<file path="config.mk">
export PLATFORM = sky130hd
export DESIGN_NAME = multi_entry_countdown_timer_table
export DESIGN_NICKNAME = d
export VERILOG_FILES = /design/src/mect_pkg.sv /design/src/multi_entry_countdown_timer_table.sv /design/src/mect_front.sv /design/src/mect_queue.sv /design/src/mect_back.sv
export VERILOG_INCLUDE_DIRS = /design/src /design/src/src
export SDC_FILE = /design/constraint.sdc
export NUM_CORES = 1
export LEC_CHECK = 0
export ABC_CLOCK_PERIOD_IN_PS = 5200
export BUFFER_PORTS_ARGS = -buffer_cell sky130_fd_sc_hd__buf_2
export CORE_ASPECT_RATIO = 1.25
export CORE_MARGIN = 3
export CORE_UTILIZATION = 32
export CTS_BUF_LIST = sky130_fd_sc_hd__clkbuf_4 sky130_fd_sc_hd__clkbuf_8
export CTS_CLUSTER_SIZE = 20
export DETAILED_ROUTE_END_ITERATION = 6
export GPL_ROUTABILITY_DRIVEN = 0
export PLACE_DENSITY = 0.56
export SYNTH_ARGS = -nofsm -noshare
export SYNTH_HDL_FRONTEND = slang
export SYNTH_HIERARCHICAL = 1
export SYNTH_SLANG_ARGS = --single-unit
</file>
<file path="constraint.sdc">
create_clock -name clk -period 5.2 [get_ports clk]
set_clock_uncertainty 0.05 [all_clocks]
set_input_delay 0.78 -clock clk [delete_from_list [all_inputs] [get_ports clk]]
set_output_delay 0.78 -clock clk [all_outputs]
set_load 0.02 [all_outputs]
</file>
<file path="src/multi_entry_countdown_timer_table_macros.svh">
// assertion macros for the countdown timer table
`ifndef MULTI_ENTRY_COUNTDOWN_TIMER_TABLE_MACROS_SVH
`define MULTI_ENTRY_COUNTDOWN_TIMER_TABLE_MACROS_SVH

// same-cycle implication, sampled on clk, off during rst
`define MECT_ASSERT_IMP(label, ante, cons, msg) \
  label: assert property (@(posedge clk) disable iff (rst) (ante) |-> (cons)) \
    else $error(msg);

// next-cycle implication, sampled on clk, off during rst
`define MECT_ASSERT_NXT(label, ante, cons, msg) \
  label: assert property (@(posedge clk) disable iff (rst) (ante) |=> (cons)) \
    else $error(msg);

`endif

</file>
<file path="src/mect_pkg.sv">
// shared types and codes for the countdown timer table
package mect_pkg;

  localparam logic [1:0] FUNC_ARM    = 2'd0;
  localparam logic [1:0] FUNC_CANCEL = 2'd1;
  localparam logic [1:0] FUNC_TICK   = 2'd2;

  typedef struct packed {
    logic [1:0]  func;
    logic [3:0]  client_id;
    logic [15:0] delay_ms;
    logic [15:0] elapsed_ms;
  } req_t;

  typedef struct packed {
    logic       fired;
    logic [3:0] expired_id;
    logic       accepted;
    logic       any_pending;
    logic       last_item;
  } rsp_t;

  typedef enum logic [1:0] {
    OP_ARM,
    OP_CANCEL,
    OP_TICK,
    OP_NOP
  } op_t;

  // classified item; value is the delay for arm, the clamped elapsed time for tick
  typedef struct packed {
    op_t         op;
    logic        in_range;
    logic [3:0]  client_id;
    logic [15:0] value;
  } job_t;

  typedef struct packed {
    logic idle;
    logic any_pending;
  } back_stat_t;

endpackage

</file>
<file path="src/multi_entry_countdown_timer_table.sv">
// top level of the countdown timer table
// One-shot countdown timers, one per client index. Arm, cancel and unused
// operations each give one result from the back end. A tick walks every
// entry through the single read port of the remaining-time memory, one entry
// a cycle, then scans the expiry flags one entry a cycle up to the last
// expired client while the result side does not stall, emitting a result for
// each expired client in ascending order, or a single unfired result when
// none expires; the back end takes no new item until the tick is done. A
// two-entry queue lets the front keep taking items while a tick is in
// progress. Every result carries the pending state left after its item is
// fully applied.
`include "multi_entry_countdown_timer_table_macros.svh"

module multi_entry_countdown_timer_table #(
  parameter int NUM_CLIENTS = 16
) (
  input  logic           clk,
  input  logic           rst,
  input  logic           req_valid,
  output logic           req_ready,
  input  mect_pkg::req_t req,
  output logic           rsp_valid,
  input  logic           rsp_ready,
  output mect_pkg::rsp_t rsp
);
  import mect_pkg::*;

  job_t       front_job;
  job_t       back_job;
  logic       push;
  logic       full;
  logic       pop;
  logic       nonempty;
  back_stat_t stat;

  mect_front #(.NUM_CLIENTS(NUM_CLIENTS)) u_front (
    .req_valid (req_valid),
    .req_ready (req_ready),
    .req       (req),
    .full      (full),
    .push      (push),
    .job       (front_job)
  );

  mect_queue u_queue (
    .clk      (clk),
    .rst      (rst),
    .push     (push),
    .wdata    (front_job),
    .full     (full),
    .pop      (pop),
    .rdata    (back_job),
    .nonempty (nonempty)
  );

  mect_back #(.NUM_CLIENTS(NUM_CLIENTS)) u_back (
    .clk       (clk),
    .rst       (rst),
    .job_valid (nonempty),
    .job       (back_job),
    .pop       (pop),
    .rsp_valid (rsp_valid),
    .rsp_ready (rsp_ready),
    .rsp       (rsp),
    .stat      (stat)
  );

  // a shown result always matches the table's current pending state
  `MECT_ASSERT_IMP(a_pending_match, rsp_valid,
                   rsp.any_pending == stat.any_pending, "pending mismatch")
  // an unfired result is always the only result of its item
  `MECT_ASSERT_IMP(a_unfired_last, rsp_valid && !rsp.fired, rsp.last_item, "unfired not last")
  // more expiries to come means the back end is still busy
  `MECT_ASSERT_IMP(a_more_busy, rsp_valid && !rsp.last_item, !stat.idle, "idle mid-burst")
  // the table does not move while a result is stalled
  `MECT_ASSERT_NXT(a_stall_frozen, rsp_valid && !rsp_ready,
                   stat.any_pending == $past(stat.any_pending), "table moved in stall")

endmodule

</file>
<file path="src/mect_front.sv">
// front end: accepts items, decodes the operation and clamps the tick time
module mect_front #(
  parameter int NUM_CLIENTS = 16
) (
  input  logic          req_valid,
  output logic          req_ready,
  input  mect_pkg::req_t req,
  input  logic          full,
  output logic          push,
  output mect_pkg::job_t job
);
  import mect_pkg::*;

  assign req_ready = !full;
  assign push      = req_valid && !full;

  always_comb begin
    job.client_id = req.client_id;
    job.in_range  = (int'(req.client_id) < NUM_CLIENTS);
    unique case (req.func)
      FUNC_ARM: begin
        job.op    = OP_ARM;
        job.value = req.delay_ms;
      end
      FUNC_CANCEL: begin
        job.op    = OP_CANCEL;
        job.value = '0;
      end
      FUNC_TICK: begin
        job.op    = OP_TICK;
        // a zero elapsed time counts as one millisecond
        job.value = (req.elapsed_ms == '0) ? 16'd1 : req.elapsed_ms;
      end
      default: begin
        job.op    = OP_NOP;
        job.value = '0;
      end
    endcase
  end

endmodule

</file>
<file path="src/mect_queue.sv">
// two-entry queue of decoded jobs between front and back
module mect_queue (
  input  logic           clk,
  input  logic           rst,
  input  logic           push,
  input  mect_pkg::job_t wdata,
  output logic           full,
  input  logic           pop,
  output mect_pkg::job_t rdata,
  output logic           nonempty
);
  import mect_pkg::*;

  job_t       slot [2];
  logic       wr_ptr;
  logic       rd_ptr;
  logic [1:0] fill;

  always_ff @(posedge clk) begin
    if (rst) begin
      wr_ptr <= 1'b0;
      rd_ptr <= 1'b0;
      fill   <= 2'd0;
    end else begin
      if (push) wr_ptr <= !wr_ptr;
      if (pop) rd_ptr <= !rd_ptr;
      fill <= fill + {1'b0, push} - {1'b0, pop};
    end
  end

  always_ff @(posedge clk) begin
    if (push) slot[wr_ptr] <= wdata;
  end

  assign full     = (fill == 2'd2);
  assign nonempty = (fill != 2'd0);
  assign rdata    = slot[rd_ptr];

endmodule

</file>
<file path="src/mect_back.sv">
// back end: entry table, tick walk over the remaining-time memory, result output
module mect_back #(
  parameter int NUM_CLIENTS = 16
) (
  input  logic                clk,
  input  logic                rst,
  input  logic                job_valid,
  input  mect_pkg::job_t      job,
  output logic                pop,
  output logic                rsp_valid,
  input  logic                rsp_ready,
  output mect_pkg::rsp_t      rsp,
  output mect_pkg::back_stat_t stat
);
  import mect_pkg::*;

  localparam int IDX_W = (NUM_CLIENTS > 1) ? $clog2(NUM_CLIENTS) : 1;
  localparam int CNT_W = $clog2(NUM_CLIENTS + 1);
  localparam logic [IDX_W-1:0] LAST_IDX = IDX_W'(NUM_CLIENTS - 1);

  typedef enum logic [2:0] {
    ST_IDLE = 3'b001,
    ST_WALK = 3'b010,
    ST_EMIT = 3'b100
  } state_t;

  state_t                 state;
  logic [NUM_CLIENTS-1:0] valid;
  logic [NUM_CLIENTS-1:0] hit;
  logic [CNT_W-1:0]       pend_cnt;
  logic [CNT_W-1:0]       hit_cnt;
  logic [15:0]            elapsed;
  logic [IDX_W-1:0]       rd_ptr;
  logic                   issue_done;
  logic                   chk_vld;
  logic [IDX_W-1:0]       chk_idx;
  logic [IDX_W-1:0]       scan_ptr;
  logic [15:0]            rd_data;
  logic [15:0]            mem [NUM_CLIENTS];

  logic             out_free;
  logic             start;
  logic [IDX_W-1:0] job_idx;
  logic             arm_ok;
  logic             cancel_hit;
  logic             chk_live;
  logic             expire;
  logic             mem_we;
  logic [IDX_W-1:0] mem_wa;
  logic [15:0]      mem_wd;
  logic             emit_hit;
  logic             emit_none;
  logic             rsp_load;
  rsp_t             rsp_next;

  assign out_free   = !rsp_valid || rsp_ready;
  assign start      = (state == ST_IDLE) && job_valid && out_free;
  assign pop        = start;
  assign job_idx    = IDX_W'(job.client_id);
  assign arm_ok     = (job.op == OP_ARM) && job.in_range && !valid[job_idx];
  assign cancel_hit = (job.op == OP_CANCEL) && job.in_range && valid[job_idx];

  // rd_data belongs to chk_idx, read in the previous cycle
  assign chk_live = (state == ST_WALK) && chk_vld && valid[chk_idx];
  assign expire   = chk_live && (rd_data <= elapsed);

  assign mem_we = (start && arm_ok) || (chk_live && !expire);
  assign mem_wa = start ? job_idx : chk_idx;
  assign mem_wd = start ? job.value : (rd_data - elapsed);

  assign emit_hit  = (state == ST_EMIT) && (hit_cnt != '0) && hit[scan_ptr] && out_free;
  assign emit_none = (state == ST_EMIT) && (hit_cnt == '0) && out_free;
  assign rsp_load  = (start && (job.op != OP_TICK)) || emit_hit || emit_none;

  always_comb begin
    rsp_next.fired       = 1'b0;
    rsp_next.expired_id  = '0;
    rsp_next.accepted    = 1'b1;
    rsp_next.any_pending = (pend_cnt != '0);
    rsp_next.last_item   = 1'b1;
    if (emit_hit) begin
      rsp_next.fired      = 1'b1;
      rsp_next.expired_id = 4'(scan_ptr);
      rsp_next.last_item  = (hit_cnt == CNT_W'(1));
    end else if (state == ST_IDLE) begin
      rsp_next.accepted = (job.op != OP_ARM) || arm_ok;
      if (arm_ok) begin
        rsp_next.any_pending = 1'b1;
      end else if (cancel_hit) begin
        rsp_next.any_pending = (pend_cnt != CNT_W'(1));
      end
    end
  end

  always_ff @(posedge clk) begin
    if (rst) begin
      state      <= ST_IDLE;
      valid      <= '0;
      hit        <= '0;
      pend_cnt   <= '0;
      hit_cnt    <= '0;
      rd_ptr     <= '0;
      issue_done <= 1'b0;
      chk_vld    <= 1'b0;
      scan_ptr   <= '0;
      rsp_valid  <= 1'b0;
    end else begin
      rsp_valid <= rsp_load || (rsp_valid && !rsp_ready);
      unique case (state)
        ST_IDLE: begin
          if (start) begin
            if (job.op == OP_TICK) begin
              state      <= ST_WALK;
              rd_ptr     <= '0;
              issue_done <= 1'b0;
              chk_vld    <= 1'b0;
              hit_cnt    <= '0;
            end else begin
              if (arm_ok) begin
                valid[job_idx] <= 1'b1;
                pend_cnt       <= pend_cnt + CNT_W'(1);
              end else if (cancel_hit) begin
                valid[job_idx] <= 1'b0;
                pend_cnt       <= pend_cnt - CNT_W'(1);
              end
            end
          end
        end
        ST_WALK: begin
          if (!issue_done) begin
            chk_vld <= 1'b1;
            if (rd_ptr == LAST_IDX) issue_done <= 1'b1;
            else rd_ptr <= rd_ptr + IDX_W'(1);
          end else begin
            chk_vld <= 1'b0;
          end
          if (expire) begin
            valid[chk_idx] <= 1'b0;
            hit[chk_idx]   <= 1'b1;
            hit_cnt        <= hit_cnt + CNT_W'(1);
            pend_cnt       <= pend_cnt - CNT_W'(1);
          end
          // the last entry is checked after its issue, so chk_vld is already dropping
          if (chk_vld && (chk_idx == LAST_IDX)) begin
            state    <= ST_EMIT;
            scan_ptr <= '0;
          end
        end
        ST_EMIT: begin
          if (emit_none) begin
            state <= ST_IDLE;
          end else if (hit_cnt != '0) begin
            if (hit[scan_ptr]) begin
              if (out_free) begin
                hit[scan_ptr] <= 1'b0;
                hit_cnt       <= hit_cnt - CNT_W'(1);
                if (hit_cnt == CNT_W'(1)) state <= ST_IDLE;
                else scan_ptr <= scan_ptr + IDX_W'(1);
              end
            end else begin
              scan_ptr <= scan_ptr + IDX_W'(1);
            end
          end
        end
        default: state <= ST_IDLE;
      endcase
    end
  end

  always_ff @(posedge clk) begin
    if (start) elapsed <= job.value;
    if ((state == ST_WALK) && !issue_done) chk_idx <= rd_ptr;
    if (rsp_load) rsp <= rsp_next;
  end

  // remaining-time memory: one write port, one registered read port
  always_ff @(posedge clk) begin
    if (mem_we) mem[mem_wa] <= mem_wd;
    rd_data <= mem[rd_ptr];
  end

  assign stat.idle        = (state == ST_IDLE);
  assign stat.any_pending = (pend_cnt != '0);

endmodule
</file>
; Yosys cells after proc, flatten, opt, wreduce, memory -nomap -nowiden
; Memory sizes are Yosys's and may differ from the RTL's. A register that Yosys moved wholly into a read port is not among the register bits.
; Index checks and enable logic that the tools add are counted.
[totals]
output_inout_bits = 10
n_memories = 2
in_bits = 42
register_bits = 88
word_cells = 217
ramBits = 300
[mem_list]
columns = memory, words, word_bits, rd, rd_clocked_by_memory_dff, write_ports, line
row1 = u_back.mem, 16, 16, 1, 1, 1, mect_back.sv:39  ; logic [15:0] mem [NUM_CLIENTS];
row2 = u_queue.slot, 2, 22, 1, 1, 1, mect_queue.sv:14  ; job_t slot [2];
[classes]
eq_ne = 31
order_cmp = 7
n_reduce_logical = 57
n_bitwise = 9
addsub = 9
mux = 82
[ops]
columns = cell, count
row1 = $mux 16, 12
row2 = $pmux 16 s2, 3
row3 = $mux 5, 13
row4 = $and 16x16->16, 3
row5 = $not 16->16, 3
row6 = $mux 4, 11
row7 = $or 16x16->16, 2
row8 = $mux 3, 8
row9 = $logic_and 1x1->1, 22
row10 = $mux 1, 21
row11 = $le 16x16->1, 1
row12 = $logic_not 16->1, 1
row13 = $pmux 4 s2, 2
row14 = $sub 16x16->16, 1
row15 = $lt 4x5->1 const B, 3
row16 = $pmux 5 s3, 1
row17 = $ne 2x2->1 const B, 7
row18 = $bmux 1 s4, 3
row19 = $demux 1 s4, 3
row20 = $ge 4x1->1 const B, 3
row21 = $ne 3x2->1 const B, 4
row22 = $reduce_and 6->1, 2
row23 = $add 5x1->5 const B, 2
row24 = $ne 2x1->1 const B, 5
row25 = 32 further kinds, 59

; Depth between registers and ports, before layout
[logic_depth]
ltp_word = 11
mapped_depth = 13
ltp_nobuf = 11

; Hierarchy
; The synthesis kept the hierarchy.
[modules_own_cells]
columns = module, seq_area_each_um2, cells_per_inst, area_each_um2, instances
row1 = mect_back, 9969.6, 1022, 15463.6, 1
row2 = mect_queue, 1481.4, 92, 1881.8, 1
row3 = mect_front, 0.0, 52, 367.9, 1

; Worst setup path after synthesis
; No wires, ideal clock.
[synth_timing]
path_kind = register -> register
start = register with a tool-made name
end = memory u_back.mem[1][0], enable pin
setup_time_ns = 0.388
required_time_ns = 4.762
period_less_slack_ns = 3.709
path_stages_with_launch = 11
setup_slack_ns = 1.491
path_buffers = 3
arrival_ns = 3.271
path_cell_list = dfxtp_1 > buf_6 > mux2_2 > buf_6 > mux4_2 > mux2_4 > or3b_1 > buf_6 > o22ai_1 > nand2_1 > nor2_1
[synth_rtl]
columns = item, line
row1 = end: declaration, mect_back.sv:39

==> flow_metrics.py <==
metrics = {
    "logic_synthesis": {
        "ys_ff_latch": 407,
        "yosysWarnings": 6,
        "synth-edff-count": 330,
        "ys_types": 73,
        "synth_nets": 1240,
        "syn_avg_cell_area_um2": 15.2,
        "synth_cells": 1166,
        "netlist_area_um2": 17700,
        "ys.flop_type": "edfxtp_1",
        "async_flop_share_pct": 0,
        "synth-seq-area-share_pct": 64.6,
    },
    "layout": {
        "final_cell_mix": "edfxtp_1 (330), mux4_2 (87), clkbuf_8 (75), dfxtp_1 (75), nor2_1 (73)",
        "nNetsFinal": 1313,
        "layout_commonest_cell": "edfxtp_1",
        "area_growth_pct": 14.1,
        "final_layout_size_suffix_gt1_share_pct": 26.2,
    },
    "cts": {
        "post_cts_buffers": 0,
        "cts_tree": "yes",
        "root_buffer": "clkbuf_8",
        "clkLatencyLatePin_ns": 0.63,
        "clkSinkCount": 407,
        "cts-buffers-inserted": 66,
        "cts.clk_slew.worst_paths_ns": 0.06,
        "ctsLongestPathBuffers": 3,
        "cts_max_level": 3,
        "cts_resized": 0,
        "hold_buffers": 0,
    },
    "sta": {
        "setup_violations": 0,
        "final.setup.worst_slack_ns": 1.32,
        "drv_slew": 0,
        "fin_crit_ns": 3.88,
        "hold_viol": 0,
        "tightest_slew_ns": 1.26,
        "tns_ns": 0,
        "fmaxAchievable_ghz": 0.258,
        "slew_headroom_pct": 16.2,
        "rsz0062_at_grt": "no",
        "fin_crit_sh_pct": 74.6,
    },
    "critical_path": {
        "crit_fanout": 16,
        "critical-path-max-stage-delay_ns": 0.77,
        "crit_path_cell_trace": "mux2_2 > mux4_1 > mux2_4 > or3b_1 > o22ai_1 > nand2_1 > nor2_2",
        "crit_required_ns": 5.38,
        "timing.rr.end": "u_back/mem[5][14]$_DFFE_PP_",
        "startpoint_type": "flop",
        "reg2reg_setup_slack_ns": 1.32,
        "worstPathArrival_ns": 4.06,
        "reg2regPathDepth": 7,
        "cpMaxStageDelayCell": "nor2_2",
        "worstSetupEndpointType": "flop",
        "critPathKind": "reg2reg",
    },
    "grt": {
        "track_usage_pct": 13.1,
        "grt_max_degree": 51,
        "antenna_found_initial": 2,
        "overflow": 0,
        "grt_pass1_wl_um": 59400,
        "grt_pass1_vias": 10400,
    },
    "floorplanning": {
        "coreArea_um2": 54200,
        "die_x_um": 216,
        "die_h_um": 269,
        "start_util_pct": 32.7,
        "dieArea_um2": 58200,
        "ios": 52,
        "row_count": 95,
    },
    "drt": {
        "route.detailed.drc": 0,
        "drt_iter0_drc": 744,
        "wl_per_cell_um": 18.6,
        "wl_um": 37700,
        "num_vias": 10100,
        "postRouteAntennaNets": 0,
        "first_pass_iters": 5,
        "via_per_inst": 5.02,
    },
    "job": {
        "maxCapViolations": 0,
    },
    "placement": {
        "portBuffers": 51,
        "dp_hpwl_um": 26200,
        "dp_slack_ns": 1.32,
    },
    "min_path": {
        "worstHoldStart": "req[33]",
        "min_path_cells": 1,
        "whs_endpoint": "u_queue/slot[1][17]$_DFFE_PP_",
        "hp-class": "in2reg",
    },
    "status": {
        "outcome": "finished clean",
    },
    "power": {
        "power_leakage_nw": 6.75,
        "worst_ir_drop_vdd_mv": 0.249,
        "pwr_density_cell_nw_per_um2": 529,
    },
}
## metrics by stage
| stage | instance area [um2] | total power, mW | hold WS (ns) | instances | util, % |
|---|---|---|---|---|---|
| final | 20200 | 10.7 | 0.321 | 2019 | 37.3 |
| after global routing | 20200 | 11.3 | 0.286 | 2019 | 37.3 |
| after CTS | 20200 | 10.8 | 0.278 | 2018 | 37.3 |
| after detailed placement | 18800 | 7.86 | 0.421 | 1898 | 34.6 |
| after global placement | 18800 | 7.79 | 0.408 | 1898 | 34.6 |
| after floorplan | 17700 | 6.79 | 0.356 | 1166 | - |
## layer usage
| layer | vias up | share of wire, % | track usage, % |
|---|---|---|---|
| li1 | 4673 | - | - |
| met1 | 5106 | 42 | 16.5 |
| met5 | - | 0.035 | 0 |
| met2 | 279 | 49 | 22.0 |
| met3 | 73 | 5.2 | 2.75 |
| met4 | 2 | 2.9 | 5.45 |
## worst max path at each step
stage / from / end
floorplan: flop / u_back/mem[1][0]$_DFFE_PP_
global placement: flop / u_back/mem[7][3]$_DFFE_PP_
detailed placement: flop / u_back/mem[5][3]$_DFFE_PP_
CTS: flop / u_back/mem[5][14]$_DFFE_PP_
global route: u_back/elapsed[1]$_DFFE_PP_ / u_back/mem[12][15]$_DFFE_PP_
finish: flop / u_back/mem[5][14]$_DFFE_PP_
## worst max-delay path, delay by kind of cell, from the launching register on
kind,cells,cell delay (ns)
simple gates,3,1.56
mux,3,1.29
compound gates,1,0.27
flops,1,0.33
## Yosys cell counts, types with 12 or more instances
cell / count / share of area (%)
dfxtp_1: 77 / 8.7
mux2i_1: 32 / 1.8
mux4_2: 87 / 11
nand3_1: 17 / 0.48
xor2_1: 17 / 0.84
clkbuf_1: 42 / 0.89
nor3_1: 15 / 0.42
inv_1: 40 / 0.85
nand2_1: 72 / 1.5
edfxtp_1: 330 / 56
o311ai_0: 12 / 0.59
mux2_2: 26 / 1.7
o21ai_0: 36 / 1.0
nor2b_1: 16 / 0.57
ha_1: 31 / 2.2
nand4_1: 14 / 0.49
a21oi_1: 44 / 1.2
nor2_1: 89 / 1.9
## power breakdown
part	internal, mW	leakage, nW	switching (mW)	total [mW]
registers	4.70	3.62	0.124	4.82
clock network	1.62	0.737	1.31	2.93
logic	0.942	2.39	2.01	2.95
total	7.26	6.75	3.44	10.7
## cells by family (layout without fill, tap and decap cells)
| family | count (synthesis) | after routing | share of synthesized area (%) |
|---|---|---|---|
| mux | 150 | 150 | 15.2 |
| compound gates | 167 | 167 | 6.29 |
| simple gates | 275 | 275 | 7.52 |
| fa+ha+maj | 32 | 32 | 2.30 |
| xor+xnor | 26 | 26 | 1.36 |
| flops | 407 | 407 | 64.6 |
| other cells | 1 | 2 | 0.0212 |
| buf+inv | 108 | 233 | 2.67 |
## final cells by class
type	count	area, um2
fill	5149	34000
sequential	407	11500
multi-input combinational	651	5840
clock buffer	91	1150
tap	727	910
timing repair buffer	72	413
clock inverter	29	280
inverter	41	154
antenna	1	2.50
## flip-flops by register name, indices dropped and copies added (netlist names), 2 cells and up, named ones only
| name | count |
|---|---|
| u_queue/fill | 2 |
| u_back/hit_cnt | 5 |
| u_back/state | 3 |
| u_back/elapsed | 16 |
| u_back/scan_ptr | 4 |
| u_queue/slot | 46 |
| u_back/hit | 16 |
| u_back/rd_data | 16 |
| u_back/rsp | 8 |
| u_back/chk_idx | 4 |
| u_back/rd_ptr | 4 |
| u_back/mem | 256 |
| u_back/pend_cnt | 5 |
No activity file was read; power rests on OpenSTA's default activity.
